[src/u8sb_pkg.sv]
// ----------------------------------------------------------------------------
// u8sb_pkg
// Shared types and constants for the UTF-8 to single-byte transcoder.
// ----------------------------------------------------------------------------
package u8sb_pkg;

	localparam int unsigned ACC_W = 21;

	localparam logic [7:0] SUBST_RESET = 8'h3F;

	typedef struct packed {
		logic [ACC_W-1:0] code_accum;
		logic [1:0]       bytes_pending;
		logic             error_seen;
	} dec_state_t;

	typedef struct packed {
		logic       present;
		logic [7:0] out_byte;
		logic       byte_valid;
		logic       bad_utf8;
		logic       stream_done;
	} dec_result_t;

endpackage

[src/u8sb_decode.sv]
// ----------------------------------------------------------------------------
// u8sb_decode
// Next-state and result logic for one UTF-8 byte: sequence gathering, error
// tracking and the code point to single-byte mapping.
// ----------------------------------------------------------------------------
module u8sb_decode import u8sb_pkg::*; (
	input  dec_state_t  cur,
	input  logic [7:0]  in_byte,
	input  logic        last_byte,
	input  logic [7:0]  substitute_byte,
	output dec_state_t  nxt,
	output dec_result_t res
);

	function automatic logic [7:0] map_code(input logic [ACC_W-1:0] cp,
		input logic [7:0] subst);
		logic [7:0] m;
		begin
			if (cp <= ACC_W'(12'h0FF)) begin
				m = cp[7:0];
			end else if (cp == ACC_W'(12'h401)) begin
				m = 8'hA8;
			end else if (cp == ACC_W'(12'h451)) begin
				m = 8'hB8;
			end else if (cp >= ACC_W'(12'h410) && cp <= ACC_W'(12'h44F)) begin
				m = cp[7:0] + 8'hB0;
			end else begin
				m = subst;
			end
			return m;
		end
	endfunction

	logic             emit;
	logic [7:0]       ch;
	logic [ACC_W-1:0] acc;
	logic [1:0]       pend;
	logic             err;

	always_comb begin
		emit = 1'b0;
		ch   = 8'h00;
		acc  = cur.code_accum;
		pend = cur.bytes_pending;
		err  = cur.error_seen;
		if (!cur.error_seen) begin
			if (cur.bytes_pending == 2'd0) begin
				if (!in_byte[7]) begin
					ch   = in_byte;
					emit = 1'b1;
				end else if ((in_byte & 8'hE0) == 8'hC0) begin
					acc  = ACC_W'(in_byte[4:0]);
					pend = 2'd1;
				end else if ((in_byte & 8'hF0) == 8'hE0) begin
					acc  = ACC_W'(in_byte[3:0]);
					pend = 2'd2;
				end else if ((in_byte & 8'hF8) == 8'hF0) begin
					acc  = ACC_W'(in_byte[2:0]);
					pend = 2'd3;
				end else begin
					err = 1'b1;
				end
			end else if ((in_byte & 8'hC0) == 8'h80) begin
				acc  = {cur.code_accum[ACC_W-7:0], in_byte[5:0]};
				pend = cur.bytes_pending - 2'd1;
				if (pend == 2'd0) begin
					ch   = map_code(acc, substitute_byte);
					emit = 1'b1;
				end
			end else begin
				err = 1'b1;
			end
			if (last_byte && pend != 2'd0) begin
				err = 1'b1;
			end
			if (err) begin
				acc  = '0;
				pend = 2'd0;
			end
		end

		res.present     = emit || last_byte;
		res.out_byte    = emit ? ch : 8'h00;
		res.byte_valid  = emit;
		res.bad_utf8    = err;
		res.stream_done = last_byte;

		if (last_byte) begin
			nxt = '0;
		end else begin
			nxt.code_accum    = acc;
			nxt.bytes_pending = pend;
			nxt.error_seen    = err;
		end
	end

endmodule

[src/utf8_to_single_byte_transcoder.sv]
// ----------------------------------------------------------------------------
// utf8_to_single_byte_transcoder
// Converts a UTF-8 byte stream into single-byte Cyrillic-style characters.
// ----------------------------------------------------------------------------
// Input bytes arrive on the s_axis channel, one byte per transfer, with tlast
// on the final byte of a text. Each completed code point yields one transfer
// on m_axis. A byte that completes nothing yields no transfer unless it is the
// final byte, which always yields exactly one transfer with tlast set.
// tuser reports whether tdata carries a character and whether invalid or
// truncated UTF-8 was seen in the current text; after an error, bytes are
// dropped until the final byte.
// The cfg channel writes the substitution byte and is always ready; the user
// must write it only while the block is idle; the block does not enforce this.
// An input transfer passes through the input register and then the result
// register. Throughput is one byte per cycle while the receiver accepts, set
// by the single state update per byte in the decoder.
// When the receiver stalls, the result register holds and the input register
// fills, after which s_axis_tready drops. Reset clears all stream state, the valid
// flags of both registers, and sets the substitution byte to 0x3F.
// ----------------------------------------------------------------------------
module utf8_to_single_byte_transcoder import u8sb_pkg::*; (
	input  logic       clk,
	input  logic       arst_n,
	input  logic       cfg_valid,
	output logic       cfg_ready,
	input  logic [7:0] cfg_data,       // [7:0] substitute_byte
	input  logic       s_axis_tvalid,
	output logic       s_axis_tready,
	input  logic [7:0] s_axis_tdata,   // [7:0] in_byte
	input  logic       s_axis_tlast,
	output logic       m_axis_tvalid,
	input  logic       m_axis_tready,
	output logic [7:0] m_axis_tdata,   // [7:0] out_byte
	output logic [1:0] m_axis_tuser,   // [0] byte_valid, [1] bad_utf8
	output logic       m_axis_tlast
);

	logic        valid_s1;
	logic [7:0]  byte_s1;
	logic        last_s1;
	logic [7:0]  subst_q;
	dec_state_t  state_q;
	dec_state_t  state_nxt;
	dec_result_t res;
	logic        out_valid_q;
	logic [7:0]  out_byte_q;
	logic [1:0]  out_user_q;
	logic        out_last_q;
	logic        advance;

	assign cfg_ready     = 1'b1;
	assign advance       = valid_s1 && (!out_valid_q || m_axis_tready);
	assign s_axis_tready = !valid_s1 || advance;

	u8sb_decode u_decode (
		.cur             (state_q),
		.in_byte         (byte_s1),
		.last_byte       (last_s1),
		.substitute_byte (subst_q),
		.nxt             (state_nxt),
		.res             (res)
	);

	always_ff @(posedge clk or negedge arst_n) begin
		if (!arst_n) begin
			subst_q <= SUBST_RESET;
		end else if (cfg_valid && cfg_ready) begin
			subst_q <= cfg_data;
		end
	end

	always_ff @(posedge clk or negedge arst_n) begin
		if (!arst_n) begin
			valid_s1 <= 1'b0;
		end else if (s_axis_tready) begin
			valid_s1 <= s_axis_tvalid;
		end
	end

	always_ff @(posedge clk) begin
		if (s_axis_tready && s_axis_tvalid) begin
			byte_s1 <= s_axis_tdata;
			last_s1 <= s_axis_tlast;
		end
	end

	always_ff @(posedge clk or negedge arst_n) begin
		if (!arst_n) begin
			state_q <= '0;
		end else if (advance) begin
			state_q <= state_nxt;
		end
	end

	always_ff @(posedge clk or negedge arst_n) begin
		if (!arst_n) begin
			out_valid_q <= 1'b0;
		end else if (advance) begin
			out_valid_q <= res.present;
		end else if (m_axis_tready) begin
			out_valid_q <= 1'b0;
		end
	end

	always_ff @(posedge clk) begin
		if (advance && res.present) begin
			out_byte_q <= res.out_byte;
			out_user_q <= {res.bad_utf8, res.byte_valid};
			out_last_q <= res.stream_done;
		end
	end

	assign m_axis_tvalid = out_valid_q;
	assign m_axis_tdata  = out_byte_q;
	assign m_axis_tuser  = out_user_q;
	assign m_axis_tlast  = out_last_q;

`ifndef SYNTHESIS
	a_char_no_error: assert property (@(posedge clk) disable iff (!arst_n)
		m_axis_tvalid && m_axis_tuser[0] |-> !m_axis_tuser[1])
		else $error("character transfer flagged as bad UTF-8");

	a_empty_only_at_end: assert property (@(posedge clk) disable iff (!arst_n)
		m_axis_tvalid && !m_axis_tuser[0] |-> m_axis_tlast && m_axis_tdata == 8'h00)
		else $error("transfer without character that does not close the stream");

	a_clear_after_last: assert property (@(posedge clk) disable iff (!arst_n)
		advance && last_s1 |=> state_q == '0)
		else $error("stream state not cleared after final byte");
`endif

endmodule
[config.mk]
export PLATFORM = sky130hd
export DESIGN_NAME = utf8_to_single_byte_transcoder
export DESIGN_NICKNAME = d
export VERILOG_FILES = /design/src/u8sb_pkg.sv /design/src/u8sb_decode.sv /design/src/utf8_to_single_byte_transcoder.sv
export SDC_FILE = /design/constraint.sdc
export NUM_CORES = 1
export LEC_CHECK = 0
export ABC_AREA = 1
export BUFFER_PORTS_ARGS = -buffer_cell sky130_fd_sc_hd__buf_2
export CORE_ASPECT_RATIO = 1.75
export CORE_MARGIN = 1
export CORE_UTILIZATION = 49
export DETAILED_ROUTE_END_ITERATION = 8
export HOLD_SLACK_MARGIN = 0.15
export PLACE_DENSITY = 0.8
export SYNTH_ARGS = -nofsm -noshare
export SYNTH_HDL_FRONTEND = slang
export SYNTH_SLANG_ARGS = --single-unit
[constraint.sdc]
create_clock -name clk -period 2.55 [get_ports clk]
set_clock_uncertainty 0.1 [all_clocks]
set_input_delay 0.255 -clock clk [delete_from_list [all_inputs] [get_ports clk]]
set_output_delay 0.255 -clock clk [all_outputs]
set_load 0.01 [all_outputs]
==> flow_summary_export.csv, run 1 <==
group,metric,value,unit
run_status,status,"finished with violations",
run_status,violations,"design-rule violations",
sta,setup_viol,0,
synthesis,yosysWarnings,0,
sta,finalHoldViolations,0,
power_and_ir_drop,p_int,1.572,mW
grt,grt_usage,23.34,%
worst_setup_path,cp_common_cell,"inv_1",
worst_setup_path,arrival,2270,ps
final_layout,final_nets,391,
synthesis,synth_edf_count,20,
power_and_ir_drop,switchingPower,1.182,mW
synthesis,yosys-top-cells-area,"edfxtp_1 (23%), dfrtp_1 (21%), nand2_1 (11%)",
synthesis,yosys.area.top_type,"edfxtp_1",
hold_path,hp-start,"cfg_valid",
synthesis,mappedNetlistArea,2635,um^2
clock_network,post_cts_buffers,0,
route,dr.pass1.iters,6,
grt,grt_pass1_wl,10070,um
power_and_ir_drop,p_leak,1.510,nW
worst_setup_path,startpoint_type,"flip-flop",
power_and_ir_drop,power_frac_comb,44.7,%
synthesis,yosysSeqAreaShare,49.67,%
power_and_ir_drop,max-vdd-ir-drop,496.8,uV
worst_setup_path,r2r_start,"byte_s1[4]$_DFFE_PP_",
worst_setup_path,cp_slowest_cell,"edfxtp_1",
synthesis,yosys-top-cells-count,"nand2_1 (75), nand3_1 (35), inv_1 (28), nor2_1 (23), dfrtp_1 (22)",
placement,gp_congestion,1.004,
power_and_ir_drop,power.density,872.2,nW/um^2
route,first_iter_violations,58,
power_and_ir_drop,clock_power_share,15.9,%
worst_setup_path,critPathKind,"flip-flop to flip-flop",
clock_network,cts_tree,"yes",
final_layout,syn_to_final_growth,19.85,%
clock_network,clock_latency,300,ps
placement,hpwl,4605,um
synthesis,synth_top_area_share,22.79,%
sta,drv_slew,0,
sta,worst_pin_slew,615.9,ps
sta,tns,0,ps
final_layout,utilization,60.60,%
grt,grt_overflow,0,
synthesis,ys_async_sr_fraction,58.33,%
route,drt_wl_total,6043,um
clock_network,cts-htree-levels,2,
worst_setup_path,reg2reg_to,"m_axis_tdata[7]$_SDFFCE_PP0P_",
floorplan,io_pins,36,
route,drtAntennaViolNets,0,
clock_network,cts_root_buf,"clkbuf_8",
clock_network,cts_inserted_buffers,5,
clock_network,ctsResizeCount,0,
sta,worst_slack,236.8,ps
worst_setup_path,crit_chain,"inv_1 -> ha_1 -> nand3_1 -> nor2_1 -> o21ai_0 -> inv_1 -> nor2_1 -> nand3_1 -> o2111ai_1 -> inv_1",
worst_setup_path,reg2regPathDepth,10,
route,routedWlPerCell,14.46,um
power_and_ir_drop,seqPwrFrac,39.4,%
sta,relSlewSlack,58.94,%
synthesis,synth_cells,303,
sta,fmax,432.3,MHz
placement,pre_cts_ws,256.8,ps
final_layout,insertedDiodeCount,0,
route,dr_total_vias,2241,
hold_path,holdPathStages,2,
worst_setup_path,crit_path_max_incr_delay,500,ps
hold_path,hp-class,"input pin to flip-flop",
worst_setup_path,cp_data_required_time,2510,ps
clock_network,clock-sinks,48,
placement,place_area,2860,um^2
synthesis,ys.flop_type,"dfrtp_1",
sta,rsz0062_at_grt,"false",
floorplan,die_w,57.44,um
clock_network,cts_buffer_depth,2,
floorplan,die_h,99.01,um
worst_setup_path,end_kind,"flip-flop",
floorplan,dieArea,5687,um^2
sta,fin_crit,2313,ps
floorplan,core_area,5211,um^2
route,vias_per_cell,5.361,
synthesis,syn-num-nets,332,
route,drc,1,
worst_setup_path,cp_max_fo,8,
synthesis,ys_seq_elements,48,
power_and_ir_drop,swShare,42.92,%
hold_path,min_delay_worst_endpoint,"subst_q[6]$_DFFE_PN0P_",
synthesis,synth_most_common_cell,"nand2_1",
final_layout,drive_gt1_share,23.42,%
floorplan,start_util,50.56,%
final_layout,final_area,3158,um^2
clock_network,cts.reportedPaths.clkPinSlew,90,ps
sta,min_period_over_period,90.71,%
flow_run,drv_cap,0,
floorplan,rows,35,
placement,io_buffers,34,
synthesis,yosys.cell_types.count,38,
grt,antenna_found_initial,0,
synthesis,avgSynthCellArea,8.696,um^2
grt,first_global_vias,2274,
grt,grt_max_degree,29,
worst_setup_path,ff2ff_setup_slack,240,ps
-- kinds of logic after synthesis --
| group | share of synthesized area (%) |
|---|---|
| AOI/OAI and AO/OA | 8.262 |
| xor gates and xnor gates | 0.6649 |
| adders and majority gates | 3.324 |
| buffers and inverters | 6.885 |
| DFF | 49.67 |
| muxes | 2.992 |
| other | 0.1423 |
| and+or+nand+nor | 28.06 |
-- metrics by stage --
stage                     instances  total power, mW  hold WS [ps]
final                           418            2.755         198.6
after global routing            418            2.962         220.5
after CTS                       418            2.763         192.1
after detailed placement        389            2.291         201.7
after global placement          389            2.270         198.1
after floorplan                 303            1.976        -140.6
-- timing repair --
action,CTS,global route
endpoints found under the hold margin,41,0
hold buffers,21,0
setup endpoints to repair,0,0
-- layout by cell type (no fill, tap or decap), types with 3 or more instances in the layout --
master | synthesis | final
nor3_1 | 3 | 3
edfxtp_1 | 20 | 20
o21ai_0 | 11 | 11
mux2_2 | 7 | 7
dlygate4sd3_1 | 0 | 21
o211ai_1 | 3 | 3
nor2_4 | 3 | 3
buf_4 | 3 | 3
ha_1 | 7 | 7
nand3_1 | 35 | 35
nor2_1 | 23 | 23
inv_2 | 8 | 8
nand4_1 | 4 | 4
a21oi_1 | 9 | 9
buf_2 | 2 | 34
nand2_1 | 75 | 75
dfrtp_1 | 22 | 22
dfstp_2 | 6 | 6
inv_1 | 28 | 28
clkbuf_8 | 0 | 5
o21ai_1 | 4 | 4
nor2_2 | 6 | 6
-- layout make-up --
type | instances | area, um^2
Timing Repair Buffer | 58 | 402.9
Clock buffer | 5 | 68.82
Sequential cell | 48 | 1309
Multi-Input combinational cell | 211 | 1145
Fill cell | 433 | 2053
Inverter | 38 | 145.1
Clock inverter | 3 | 18.77
Tap cell | 55 | 68.82
-- worst max-delay path, delay by kind of cell (launching register included) --
| kind | cells | cell delay, ps |
|---|---|---|
| AOI/OAI and AO/OA | 2 | 390 |
| adders and majority gates | 1 | 260 |
| buffers and inverters | 3 | 380 |
| DFF | 1 | 500 |
| and+or+nand+nor | 4 | 420 |
-- worst max-delay path by stage --
stage | slack [ps] | from | cells after the start | end
6_report | 240 | byte_s1[4]$_DFFE_PP_ | 10 | m_axis_tdata[7]$_SDFFCE_PP0P_
2_1_floorplan | 400 | state_q[1]$_DFFE_PN0P_ | 8 | m_axis_tdata[0]$_SDFFCE_PP0P_
3_3_place_gp | 330 | byte_s1[4]$_DFFE_PP_ | 10 | m_axis_tdata[7]$_SDFFCE_PP0P_
5_1_grt | 2 | byte_s1[4]$_DFFE_PP_ | 10 | m_axis_tdata[7]$_SDFFCE_PP0P_
4_1_cts | 240 | byte_s1[4]$_DFFE_PP_ | 10 | m_axis_tdata[7]$_SDFFCE_PP0P_
3_5_place_dp | 260 | byte_s1[4]$_DFFE_PP_ | 10 | m_axis_tdata[7]$_SDFFCE_PP0P_
-- per-layer routing --
metal | up-vias | wire length [um] | share of wire (%) | track usage [%]
met3 | 33 | 170 | 2.8 | 3.937
met4 | 0 | 425 | 7.0 | 16.89
met1 | 1022 | 2172 | 36 | 22.63
li1 | 1122 | - | - | -
met5 | - | 0 | 0 | 0
met2 | 64 | 3274 | 54 | 42.58
-- power by group through the flow --
stage / sequential [mW] / clock, mW / combinational (mW)
finish: 1.08 / 0.439 / 1.23
global route: 1.10 / 0.477 / 1.38
CTS: 1.08 / 0.449 / 1.23
detailed placement: 1.10 / 0 / 1.19
global placement: 1.09 / 0 / 1.17
floorplan: 1.08 / 0 / 0.900
-- sequential cells by signal, summed over array words and instances (netlist names) --
name,count
byte_s1,8
last_s1,1
m_axis_tdata,8
m_axis_tlast,1
m_axis_tuser,2
m_axis_tvalid,1
state_q,18
subst_q,8
valid_s1,1
No activity file was read; power rests on OpenSTA's default activity.
==> run 2: changes to the inputs <==
--- a/config.mk
+++ b/config.mk
@@ -5,7 +5,7 @@
 export SDC_FILE = /design/constraint.sdc
 export NUM_CORES = 1
 export LEC_CHECK = 0
-export ABC_AREA = 1
+export ABC_AREA = 0
 export BUFFER_PORTS_ARGS = -buffer_cell sky130_fd_sc_hd__buf_2
 export CORE_ASPECT_RATIO = 1.75
 export CORE_MARGIN = 1
==> run 2 against run 1 <==
Effect of this change:
- the run now ends clean
- global-route usage rose by 0.84 points
- cell count fell by 14%
- fmax fell by 3.5%
- power fell by 13%
- via count fell by 1.6%
- wire length rose by 7.3%
- design area rose by 3.8%
- combinational power fell by 33%
==> flow_summary_export.csv, run 2 <==
group,metric,value,unit
sta,setup_viol,0,
worst_setup_path,critPathKind,"flip-flop to flip-flop",
power_and_ir_drop,power.density,731.0,nW/um^2
sta,min_period_over_period,94.00,%
route,drt_wl_total,6482,um
route,dr.pass1.iters,4,
floorplan,dieArea,5773,um^2
placement,hpwl,4789,um
sta,tns,0,ps
flow_run,drv_cap,0,
synthesis,synth_top_area_share,22.44,%
synthesis,avgSynthCellArea,11.25,um^2
sta,rsz0062_at_grt,"false",
power_and_ir_drop,p_total,2.396,mW
power_and_ir_drop,p_leak,1.386,nW
synthesis,ys_seq_elements,48,
route,wl_met1,2414,um
synthesis,ys.flop_type,"dfrtp_1",
run_status,status,"complete, no violations",
placement,gp_congestion,0.9194,
route,wl_met3,206,um
sta,relSlewSlack,55.28,%
floorplan,io_pins,36,
clock_network,cts_root_buf,"clkbuf_8",
final_layout,top_register,"state_q",
sta,fmax,417.2,MHz
synthesis,synth_cells,238,
synthesis,syn-num-nets,267,
final_layout,utilization,62.38,%
synthesis,ys_async_sr_fraction,58.33,%
grt,grt_overflow,0,
grt,grt_pass1_wl,10580,um
worst_setup_path,arrival,2360,ps
synthesis,yosys-top-cells-area,"edfxtp_1 (22%), dfrtp_1 (21%), dfstp_2 (5.9%)",
final_layout,insertedDiodeCount,0,
power_and_ir_drop,max-vdd-ir-drop,584.0,uV
sta,finalHoldViolations,0,
route,first_iter_violations,75,
clock_network,clock-sinks,48,
grt,grt_usage,24.18,%
route,drc,0,
route,drtAntennaViolNets,0,
clock_network,post_cts_buffers,0,
grt,antenna_found_initial,0,
clock_network,cts-htree-levels,2,
worst_setup_path,end_kind,"flip-flop",
sta,drv_slew,0,
final_layout,syn_to_final_growth,22.49,%
route,routedWlPerCell,18.06,um
placement,io_buffers,34,
floorplan,die_h,99.77,um
floorplan,core_area,5255,um^2
sta,worst_pin_slew,670.8,ps
grt,grt_max_degree,29,
final_layout,final_common_cell,"buf_2",
floorplan,rows,35,
synthesis,yosysSeqAreaShare,48.90,%
clock_network,cts.reportedPaths.clkPinSlew,90,ps
clock_network,cts_inserted_buffers,5,
floorplan,die_w,57.87,um
synthesis,yosys.cell_types.count,61,
synthesis,synth_most_common_cell,"dfrtp_1",
synthesis,mappedNetlistArea,2676,um^2
worst_setup_path,cp_data_required_time,2510,ps
sta,fin_crit,2397,ps
final_layout,final_nets,332,
final_layout,most-common-layout-cells,"buf_2 (34), dfrtp_1 (22), edfxtp_1 (20), dlygate4sd3_1 (19), buf_4 (16)",
clock_network,cts_tree,"yes",
synthesis,yosysWarnings,0,
grt,first_global_vias,2291,
route,top_layer,"met4",
worst_setup_path,cp_max_fo,5,
route,wl_met2,3595,um
synthesis,yosys-top-cells-count,"dfrtp_1 (22), edfxtp_1 (20), nand2_1 (15), o21ai_0 (15), nor2_1 (14)",
floorplan,start_util,50.93,%
synthesis,synth_edf_count,20,
final_layout,drive_gt1_share,30.59,%
final_layout,fillers,400,
final_layout,largest_reg_flops,18,
route,vias_per_cell,6.142,
worst_setup_path,startpoint_type,"flip-flop",
synthesis,yosys.area.top_type,"edfxtp_1",
clock_network,clock_latency,310,ps
route,dr_total_vias,2205,
hold_path,hp-class,"input pin to flip-flop",
clock_network,cts_buffer_depth,2,
run 2: cell types whose count changed after synthesis, sizes merged, moves of 5 or more:
| cell | previous run | this run |
|---|---|---|
| a22o | 0 | 12 |
| and2 | 0 | 6 |
| inv | 37 | 13 |
| nand2 | 79 | 16 |
| nand3 | 37 | 5 |
| nor2 | 32 | 14 |
| o31ai | 2 | 7 |
run 2: cell families after synthesis:
logic type	count (synthesis)	share of synthesized area [%]
AOI/OAI and AO/OA	72	20.99
and+or+nand+nor	76	18.47
DFF	48	48.90
muxes	8	3.366
buffers and inverters	24	4.207
xor gates and xnor gates	2	0.6546
adders and majority gates	7	3.272
other	1	0.1401
run 2: area by class of cell:
type | count | area (um^2) | share of cell area, %
inverter | 13 | 48.80 | 1.489
tap | 55 | 68.82 | 2.099
multi-input combinational | 166 | 1260 | 38.44
sequential | 48 | 1309 | 39.92
clock inverter | 3 | 42.54 | 1.298
timing repair buffer | 69 | 480.5 | 14.66
clock buffer | 5 | 68.82 | 2.099
run 2: worst paths after layout:
path	depth (start not counted)	slack, ps	endpoint	from
setup / recovery	6	150	m_axis_tdata[3]$_SDFFCE_PP0P_	state_q[11]$_DFFE_PN0P_
hold / removal	3	170	valid_s1$_DFFE_PN0N_	m_axis_tready
setup reg to reg	6	150	m_axis_tdata[3]$_SDFFCE_PP0P_	state_q[11]$_DFFE_PN0P_
hold reg to reg	1	450	subst_q[6]$_DFFE_PN0P_	subst_q[6]$_DFFE_PN0P_
max in group asynchronous	2	1500	state_q[0]$_DFFE_PN0P_	arst_n
min in group asynchronous	2	410	state_q[6]$_DFFE_PN0P_	arst_n
run 2: critical path, cell delays in order (launching register included):
cell       delay [ps]
dfrtp_1           430
nor4_4            330
and2_1            230
o2111ai_1         160
o21ai_1           430
o21ai_2           180
a211o_1           290
run 2: power breakdown:
| part | switching, mW | internal [mW] | leakage [nW] |
|---|---|---|---|
| Clock | 0.259 | 0.291 | 0.0558 |
| Combinational | 0.483 | 0.345 | 0.779 |
| Sequential | 0.0979 | 0.922 | 0.552 |
| Total | 0.839 | 1.56 | 1.39 |
run 2: metal layers:
layer	vias to the layer above	GRT usage (%)
li1	1037	-
met1	1080	25.45
met2	67	44.30
met3	21	4.031
met4	0	12.82
met5	-	0
run 2: repair_timing:
item | CTS | global route
gates resized for setup | 0 | 1
setup endpoints to repair | 0 | 5
endpoints found under the hold margin | 40 | 0
hold buffers | 19 | 0
run 2: per-stage QoR:
step	worst slack, ps	instances	cell area [um^2]	hold slack [ps]
2_1_floorplan	109.3	238	2676	-140.6
3_3_place_gp	122.7	332	2972	222.2
3_5_place_dp	86.26	332	2972	221.6
4_1_cts	71.03	359	3273	159.6
5_1_grt	17.89	359	3278	198.5
6_report	152.9	359	3278	165.2
